==> config.mk <==
export PLATFORM = sky130hd
export DESIGN_NAME = ksa_mulr
export DESIGN_NICKNAME = d
export VERILOG_FILES = /design/src/ksa_pkg.sv /design/src/ksa_mulr.sv
export SDC_FILE = /design/constraint.sdc
export NUM_CORES = 2
export LEC_CHECK = 0
export BUFFER_PORTS_ARGS = -buffer_cell sky130_fd_sc_hd__buf_4
export CAP_MARGIN = 20
export CORE_MARGIN = 3
export CORE_UTILIZATION = 60
export DETAILED_ROUTE_END_ITERATION = 10
export PLACE_DENSITY = 0.88
export SETUP_SLACK_MARGIN = 0.1
export SYNTH_ARGS = -nofsm -noshare
export SYNTH_HDL_FRONTEND = slang
export SYNTH_SLANG_ARGS = --single-unit
==> constraint.sdc <==
create_clock -name clk_i -period 21 [get_ports clk_i]
set_input_delay 1.05 -clock clk_i [delete_from_list [all_inputs] [get_ports clk_i]]
set_output_delay 1.05 -clock clk_i [all_outputs]
set_load 0.005 [all_outputs]
==> src/ksa_pkg.sv <==
// Shared widths, a rounding helper and polynomial coefficient tables for the Kelvin
// small-argument evaluator. Depends on nothing; used by ksa_mulr and the top level.
package ksa_pkg;

  // Fixed formats
  localparam int IN_W         = 16;  // argument width
  localparam int OUT_W        = 24;  // result width
  localparam int WF           = 28;  // working fraction bits
  localparam int T_W          = 30;  // t, u, v: magnitude up to 1.0 in Q28
  localparam int ACC_W        = 37;  // polynomial accumulators, below 256.0
  localparam int W_W          = 34;  // ber' bracket, below 32.0
  localparam int IN_FRAC_DEF  = 11;
  localparam int OUT_FRAC_DEF = 16;

  // Round a decimal coefficient given times 1e8 to Q28, nearest
  function automatic logic signed [ACC_W-1:0] cq(input longint n);
    return ACC_W'((n * 64'sd268435456 + 64'sd50000000) / 64'sd100000000);
  endfunction

  // ber: polynomial in t^4, lowest power first
  localparam logic signed [ACC_W-1:0] BER_TAB [8] = '{
    cq(64'sd100000000),  -cq(64'sd6400000000), cq(64'sd11377777774),
    -cq(64'sd3236345652), cq(64'sd264191397),  -cq(64'sd8349609),
    cq(64'sd122552),     -cq(64'sd901)
  };

  // bei / t^2
  localparam logic signed [ACC_W-1:0] BEI_TAB [7] = '{
    cq(64'sd1600000000), -cq(64'sd11377777774), cq(64'sd7281777742),
    -cq(64'sd1056765779), cq(64'sd52185615),    -cq(64'sd1103667),
    cq(64'sd11346)
  };

  // ber' / (x t^2)
  localparam logic signed [ACC_W-1:0] BERP_TAB [7] = '{
    -cq(64'sd400000000), cq(64'sd1422222222), -cq(64'sd606814810),
    cq(64'sd66047849),   -cq(64'sd2609253),   cq(64'sd45957),
    -cq(64'sd394)
  };

  // bei' / x
  localparam logic signed [ACC_W-1:0] BEIP_TAB [7] = '{
    cq(64'sd50000000),    -cq(64'sd1066666666), cq(64'sd1137777772),
    -cq(64'sd231167514),  cq(64'sd14677204),    -cq(64'sd379386),
    cq(64'sd4609)
  };

endpackage

==> src/ksa_mulr.sv <==
// Two-stage signed multiply, round-to-nearest (ties away from zero) shift,
// and constant add. Depends on ksa_pkg for default widths.
module ksa_mulr #(
  parameter int AW    = ksa_pkg::ACC_W,
  parameter int BW    = ksa_pkg::T_W,
  parameter int OW    = ksa_pkg::ACC_W,
  parameter int SHIFT = ksa_pkg::WF
) (
  input  logic                 clk_i,
  input  logic signed [AW-1:0] a_i,
  input  logic signed [BW-1:0] b_i,
  input  logic signed [OW-1:0] c_i,
  output logic signed [OW-1:0] y_o
);

  localparam int LO_W = AW / 2;
  localparam int HI_W = AW - LO_W;
  localparam int PL_W = LO_W + 1 + BW;
  localparam int PH_W = HI_W + BW;
  localparam int SW   = (((AW + BW) > (OW + SHIFT)) ? (AW + BW) : (OW + SHIFT)) + 2;
  localparam logic signed [SW-1:0] BIAS_P = SW'(64'sd1 <<< (SHIFT - 1));
  localparam logic signed [SW-1:0] BIAS_N = SW'((64'sd1 <<< (SHIFT - 1)) - 64'sd1);

  logic signed [PL_W-1:0] pl_d, pl_q;
  logic signed [PH_W-1:0] ph_d, ph_q;
  logic                   neg_d, neg_q;
  logic signed [OW-1:0]   c_q;
  logic signed [SW-1:0]   pl_x, ph_x, c_x, bias_x, sum_x;
  logic signed [OW-1:0]   y_d, y_q;

  // Split a into a signed high half and an unsigned low half
  always_comb begin
    pl_d  = $signed({1'b0, a_i[LO_W-1:0]}) * b_i;
    ph_d  = $signed(a_i[AW-1:LO_W]) * b_i;
    neg_d = a_i[AW-1] ^ b_i[BW-1];
  end

  // Hold partial products
  always_ff @(posedge clk_i) begin
    pl_q  <= pl_d;
    ph_q  <= ph_d;
    neg_q <= neg_d;
    c_q   <= c_i;
  end

  // Recombine, round on the magnitude, and add the constant above the cut
  always_comb begin
    pl_x   = SW'(pl_q);
    ph_x   = SW'(ph_q);
    c_x    = SW'(c_q) <<< SHIFT;
    bias_x = neg_q ? BIAS_N : BIAS_P;
    sum_x  = (ph_x <<< LO_W) + pl_x + c_x + bias_x;
    y_d    = sum_x[SHIFT +: OW];
  end

  always_ff @(posedge clk_i) begin
    y_q <= y_d;
  end

  assign y_o = y_q;

endmodule

## Yosys cells after proc, flatten, opt, wreduce, memory -nomap -nowiden

Cells that the tools add are included.

| cells by class | value |
|---|---|
| multipliers | 2 |
| bitwise logic cells | 1 |
| mux-type cells | 1 |
| $add $sub $neg | 3 |

Operators with widths:

| cell | count |
|---|---|
| adder 65 x 29 -> 65 bit | 1 |
| adder 65 x 49 -> 65 bit | 1 |
| adder 65 bit | 1 |
| multiplier 19 x 30 -> 49 bit | 1 |
| multiplier 19 x 30 -> 47 bit | 1 |
| two-way mux 28 bit | 1 |
| bitwise XOR 1 bit | 1 |

| storage, ports and cells | value |
|---|---|
| output and inout bits | 37 |
| input port bits | 105 |
| word-level logic and storage cells | 12 |
| register bits after elaboration | 171 |

## Depth between registers and ports, before layout

| logic depth | value |
|---|---|
| word-level depth | 3 |
| gate-level depth with buffers | 27 |
| depth with buffers taken out | 25 |

## Worst setup path before layout

OpenSTA, ideal clock, no wires.

| timing | value |
|---|---|
| path kind | in2reg |
| from | input b_i[25] |
| to | register ph_q[46] |
| data required time | 20,879 ps |
| stages on the path | 25 |
| path slack | 13,602 ps |
| setup time | 121 ps |
| arrival time | 7,277 ps |
| path buffers | 3 |
| cell sequence | clkbuf_1 > clkbuf_1 > nand2_1 > fa_1 > inv_1 > fa_1 > inv_1 > fa_1 > inv_1 > fa_1 > fa_1 > fa_1 > ha_1 > ha_1 > clkbuf_1 > a21oi_1 > o21bai_1 > a221oi_1 > o21ai_0 > or3_1 > o21ai_1 > o211ai_1 > a221oi_1 > o21bai_1 > xnor2_1 |

| on the way | value |
|---|---|
| cells in the longest elaborated chain, start to end | 1 |

RTL lines:

| element | line | RTL |
|---|---|---|
| start, declared | ksa_mulr.sv:11 | `input logic signed [BW-1:0] b_i,` |
| multiplier 19 x 30 -> 47 bit | ksa_mulr.sv:34 | `ph_d = $signed(a_i[AW-1:LO_W]) * b_i;` |
| net ph_d[46] | ksa_mulr.sv:25 | `logic signed [PH_W-1:0] ph_d, ph_q;` |
| end signal, assigned | ksa_mulr.sv:41 | `ph_q <= ph_d;` |
| end, declared | ksa_mulr.sv:25 |  |

The timed path passes the listed nets, and every way through them passes these cells.

## Worst setup path in the final report

| timing | value |
|---|---|
| from | input b_i[13] |
| to | register pl_q[38] |

| on the way | value |
|---|---|
| cells in the longest elaborated chain, start to end | 1 |

RTL lines:

| element | line | RTL |
|---|---|---|
| multiplier 19 x 30 -> 49 bit | ksa_mulr.sv:33 | `pl_d = $signed({1'b0, a_i[LO_W-1:0]}) * b_i;` |
| net pl_d[38] | ksa_mulr.sv:24 | `logic signed [PL_W-1:0] pl_d, pl_q;` |
| end signal, assigned | ksa_mulr.sv:40 | `pl_q <= pl_d;` |
| end, declared | ksa_mulr.sv:24 |  |

The timed path passes the listed nets, and every way through them passes these cells.

==> flow_summary.html <==
<table>
<tr><th>Metric</th><th>Value</th></tr>
<tr><th colspan="2">Outcome</th></tr>
<tr><td>Result of the run</td><td>finished clean</td></tr>
<tr><th colspan="2">Final layout</th></tr>
<tr><td>Area occupied by multi-input gates</td><td>37,000 um2</td></tr>
<tr><td>Number of fill cells in the layout</td><td>5,697</td></tr>
<tr><td>Fraction of layout cells with a size suffix above 1</td><td>3.87%</td></tr>
<tr><td>Syn-to-layout area delta</td><td>4.42%</td></tr>
<tr><td>Final net count</td><td>6,393</td></tr>
<tr><td>Register area</td><td>3420 um2</td></tr>
<tr><th colspan="2">Route</th></tr>
<tr><td>Vias per std cell</td><td>5.75</td></tr>
<tr><td>Drt first pass iters</td><td>8</td></tr>
<tr><td>WL/cell</td><td>19.6 um</td></tr>
<tr><td>Residual DRC count</td><td>0</td></tr>
<tr><td>Wire length after detailed routing</td><td>114,000 um</td></tr>
<tr><td>Antenna-violating nets left</td><td>0</td></tr>
<tr><td>Initial DRC count</td><td>2,746</td></tr>
<tr><td>Vias after detailed routing</td><td>33,500</td></tr>
<tr><th colspan="2">Global route</th></tr>
<tr><td>GRT Residual Overflow</td><td>0</td></tr>
<tr><td>Via count of the first global-routing pass</td><td>38,000</td></tr>
<tr><td>Global-route wire length before repair</td><td>190,000 um</td></tr>
<tr><td>Pin count of the biggest net entering global routing</td><td>38</td></tr>
<tr><td>Number of antenna violations at the first check in global routing</td><td>7</td></tr>
<tr><td>Total track usage</td><td>30.6%</td></tr>
<tr><th colspan="2">Worst setup path</th></tr>
<tr><td>Critical path type</td><td>primary input to flip-flop</td></tr>
<tr><td>Critical Path Source Type</td><td>primary input</td></tr>
<tr><td>Arrival @ worst endpoint</td><td>8.06 ns</td></tr>
<tr><td>Worst Path Required</td><td>21.30 ns</td></tr>
<tr><td>Delay of the slowest cell on the worst path</td><td>0.59 ns</td></tr>
<tr><td>Highest-delay cell along the critical path</td><td>sky130_fd_sc_hd__fa_1</td></tr>
<tr><td>Max Fanout on Critical Path</td><td>37</td></tr>
<tr><td>Critical Path Sink Type</td><td>flip-flop</td></tr>
<tr><td>Cell-by-cell trace of the critical path</td><td>buf_4 -&gt; nand2_1 -&gt; fa_1 -&gt; inv_1 -&gt; fa_1 -&gt; inv_1 -&gt; fa_1 -&gt; inv_1 -&gt; fa_1 -&gt; inv_1 -&gt; fa_1 -&gt; inv_1 -&gt; fa_1 -&gt; ha_1 -&gt; a211oi_1 -&gt; nand3_1 -&gt; nand4b_1 -&gt; o22ai_1 -&gt; a41oi_1 -&gt; o21ai_0 -&gt; o211ai_1 -&gt; o21ai_0 -&gt; xor2_1</td></tr>
<tr><td>Most frequent CP cell</td><td>sky130_fd_sc_hd__fa_1</td></tr>
<tr><th colspan="2">Synth</th></tr>
<tr><td>Arithmetic-cell share of the synthesized area counting full adders, half adders and majority gates</td><td>57.9%</td></tr>
<tr><td>Post-synthesis cell area</td><td>45,700 um2</td></tr>
<tr><td>Post-synth top area cell</td><td>sky130_fd_sc_hd__fa_1</td></tr>
<tr><td>Basic-gate share of the synthesized area counting and, or, nand and nor cells</td><td>14.4%</td></tr>
<tr><td>Share of synthesized area spent on multiplexers</td><td>0.0219%</td></tr>
<tr><td>Share of Yosys cell area claimed by the top area cell type</td><td>48.8%</td></tr>
<tr><td>Leading cell types by total area after synthesis</td><td>sky130_fd_sc_hd__fa_1 (49%), sky130_fd_sc_hd__inv_1 (9.5%), sky130_fd_sc_hd__ha_1 (9.1%)</td></tr>
<tr><td>Number of flip-flops and latches in the synthesized netlist</td><td>171</td></tr>
<tr><td>Count of flip-flops with a built-in enable after synthesis</td><td>0</td></tr>
<tr><td>Post-synthesis cell type count</td><td>68</td></tr>
<tr><td>Sequential-to-total area share from yosys stat</td><td>7.50%</td></tr>
<tr><td>Proportion of register bits with asynchronous set or reset after synthesis</td><td>0%</td></tr>
<tr><td>Warnings, synthesis</td><td>0</td></tr>
<tr><td>Total nets after synthesis</td><td>6,477</td></tr>
<tr><td>Combinational family with the most area after synthesis</td><td>adder cells</td></tr>
<tr><td>Top FF cell, synth</td><td>sky130_fd_sc_hd__dfxtp_1</td></tr>
<tr><td>Compound-Gate Fraction of Synth Area</td><td>5.85%</td></tr>
<tr><td>Per-instance average area after synthesis</td><td>9.27 um2</td></tr>
<tr><td>Xor and xnor fraction of the mapped netlist area</td><td>2.78%</td></tr>
<tr><td>Number of standard cells after synthesis</td><td>4,927</td></tr>
<tr><th colspan="2">Floorplan</th></tr>
<tr><td>Floorplan core area</td><td>74,900 um2</td></tr>
<tr><td>Die boundary width</td><td>282 um</td></tr>
<tr><td>Die ar.</td><td>79,500 um2</td></tr>
<tr><td>Number of top-level pins</td><td>142</td></tr>
<tr><td>Vertical die dimension</td><td>282 um</td></tr>
<tr><td>Initial standard-cell utilization of the core</td><td>60.9%</td></tr>
<tr><td>Std cell rows</td><td>100</td></tr>
<tr><th colspan="2">Clocking</th></tr>
<tr><td>Maximum level of the CTS H-tree</td><td>4</td></tr>
<tr><td>Cell at the root of the clock tree</td><td>sky130_fd_sc_hd__clkbuf_16</td></tr>
<tr><td>Post-cts sizing count</td><td>0</td></tr>
<tr><td>Clock transition at the register clock pins on the worst setup and hold paths after CTS</td><td>0.07 ns</td></tr>
<tr><td>CTS tree</td><td>yes</td></tr>
<tr><td>Clock sinks</td><td>171</td></tr>
<tr><td>Number of setup buffers added after CTS</td><td>0</td></tr>
<tr><td>CTS Buf Count</td><td>17</td></tr>
<tr><td>Insertion delay to the later sink of the worst-skew pair</td><td>0.48 ns</td></tr>
<tr><td>Number of buffers on the longest clock path</td><td>2</td></tr>
<tr><td>Post-CTS Hold Buffers</td><td>0</td></tr>
<tr><th colspan="2">Timing</th></tr>
<tr><td>Final setup violation count</td><td>0</td></tr>
<tr><td>Slew at the pin closest to its max-slew limit</td><td>1.05 ns</td></tr>
<tr><td>Part of the cycle the worst path needs</td><td>36.9%</td></tr>
<tr><td>Unrepaired setup endpoints after global routing</td><td>no</td></tr>
<tr><td>Total count of hold-check failures in the final report</td><td>0</td></tr>
<tr><td>Post-Route Skew</td><td>0.0173 ns</td></tr>
<tr><td>Minimum clock period after layout</td><td>7.76 ns</td></tr>
<tr><td>Final max-slew violation count</td><td>0</td></tr>
<tr><td>Fmax</td><td>129 MHz</td></tr>
<tr><td>Final-layout setup total negative slack</td><td>0 ns</td></tr>
<tr><td>Worst max-slew margin expressed relative to the limit</td><td>29.1%</td></tr>
<tr><th colspan="2">Worst hold path</th></tr>
<tr><td>Classification of the worst-slack hold path</td><td>primary input to flip-flop</td></tr>
<tr><th colspan="2">Job</th></tr>
<tr><td>Max Cap Viol</td><td>0</td></tr>
<tr><th colspan="2">Place</th></tr>
<tr><td>Count of input and output buffers</td><td>141</td></tr>
<tr><td>Placer congestion estimate</td><td>0.916</td></tr>
<tr><td>Post-DP HPWL</td><td>87,300 um</td></tr>
</table>
[cell usage in the layout (no fill, tap or decap), drive strengths merged, types with 91 or more instances in the layout]
cell type,n
inv,1162
fa,1113
nand2,694
and2,455
ha,332
dfxtp,171
buf,144
a21oi,129
xnor2,98
a21o,91
[cell families (layout without fill, tap and decap cells)]
logic type / after synthesis / in the layout
simple gates: 1353 / 1353
fa+ha+maj: 1445 / 1445
buf+inv: 1402 / 1331
mux: 1 / 1
compound gates: 410 / 410
other cells: 0 / 3
flops: 171 / 171
xor+xnor: 145 / 145
[per-stage QoR]
stage                     utilization [%]  instances  hold slack, ns  area [um2]  setup WS (ns)
final                                63.6       5828           0.675       47700          13.24
after global routing                 63.6       5825           0.654       47700          13.06
after CTS                            63.6       5825           0.655       47700          13.51
after detailed placement             62.8       5793           0.761       47000          13.01
after global placement               62.8       5793           0.749       47000          13.15
after floorplan                         -       4927           0.703       45700          13.60
[cell usage after synthesis (all sizes together) (5+ instances only)]
cell and number:
o211ai 7, o21ai 69, o21bai 24, ha 332, nor2 47, nand2 694, nor4 8, a31oi 13
a21o 91, xnor2 98, nand3 31, nand4 18, a21oi 129, inv 1155, nand2b 19, xor2 47
fa 1113, nor2b 33, o21a 15, o31ai 5, nor3 17, dfxtp 171, clkbuf 246, a211oi 14
and3 17, and2 455
[worst max-delay path: cells and delay by family]
kind | cells | cell delay (ns)
buffers and inverters | 6 | 0.74
AND/OR/NAND/NOR | 3 | 0.40
AO/OA/AOI/OAI | 6 | 1.80
adder cells (fa/ha/maj) | 7 | 3.46
XOR/XNOR | 1 | 0.56
[flip-flops by register name, summed over array words and instances (netlist names)]
register and count:
y_o 37, neg_q 1, c_q 37, ph_q 47, pl_q 49
[cell type report]
cell class	instances	share of cell area, %
Inverter	1155	9.09
Tap cell	969	2.54
Clock buffer	19	0.929
Sequential cell	171	7.18
Antenna cell	3	0.0157
Clock inverter	13	0.422
Multi-Input combinational cell	3354	77.6
Timing Repair Buffer	144	2.27
[path summary, 6_finish.rpt]
| kind | depth (start not counted) | startpoint | slack [ns] | end |
|---|---|---|---|---|
| hold reg to reg | 3 | c_q[35]$_DFF_P_ | 0.76 | y_o[35]$_DFF_P_ |
| setup / recovery | 23 | b_i[13] | 13.24 | pl_q[38]$_DFF_P_ |
| hold / removal | 1 | c_i[33] | 0.67 | c_q[33]$_DFF_P_ |
| setup reg to reg | 13 | neg_q$_DFF_P_ | 16.60 | y_o[30]$_DFF_P_ |
[routing by layer]
metal | vias up | wire length [um] | part of all wire [%] | track usage (%)
li1 | 14300 | - | - | -
met1 | 16800 | 39000 | 34 | 35.8
met2 | 1869 | 55200 | 48 | 51.1
met3 | 561 | 11300 | 9.9 | 7.01
met4 | 6 | 8450 | 7.4 | 19.5
met5 | - | 47 | 0.041 | 0
Power is not shown: default switching activity piles up to over one toggle a cycle in this logic, so the estimate is an artifact.
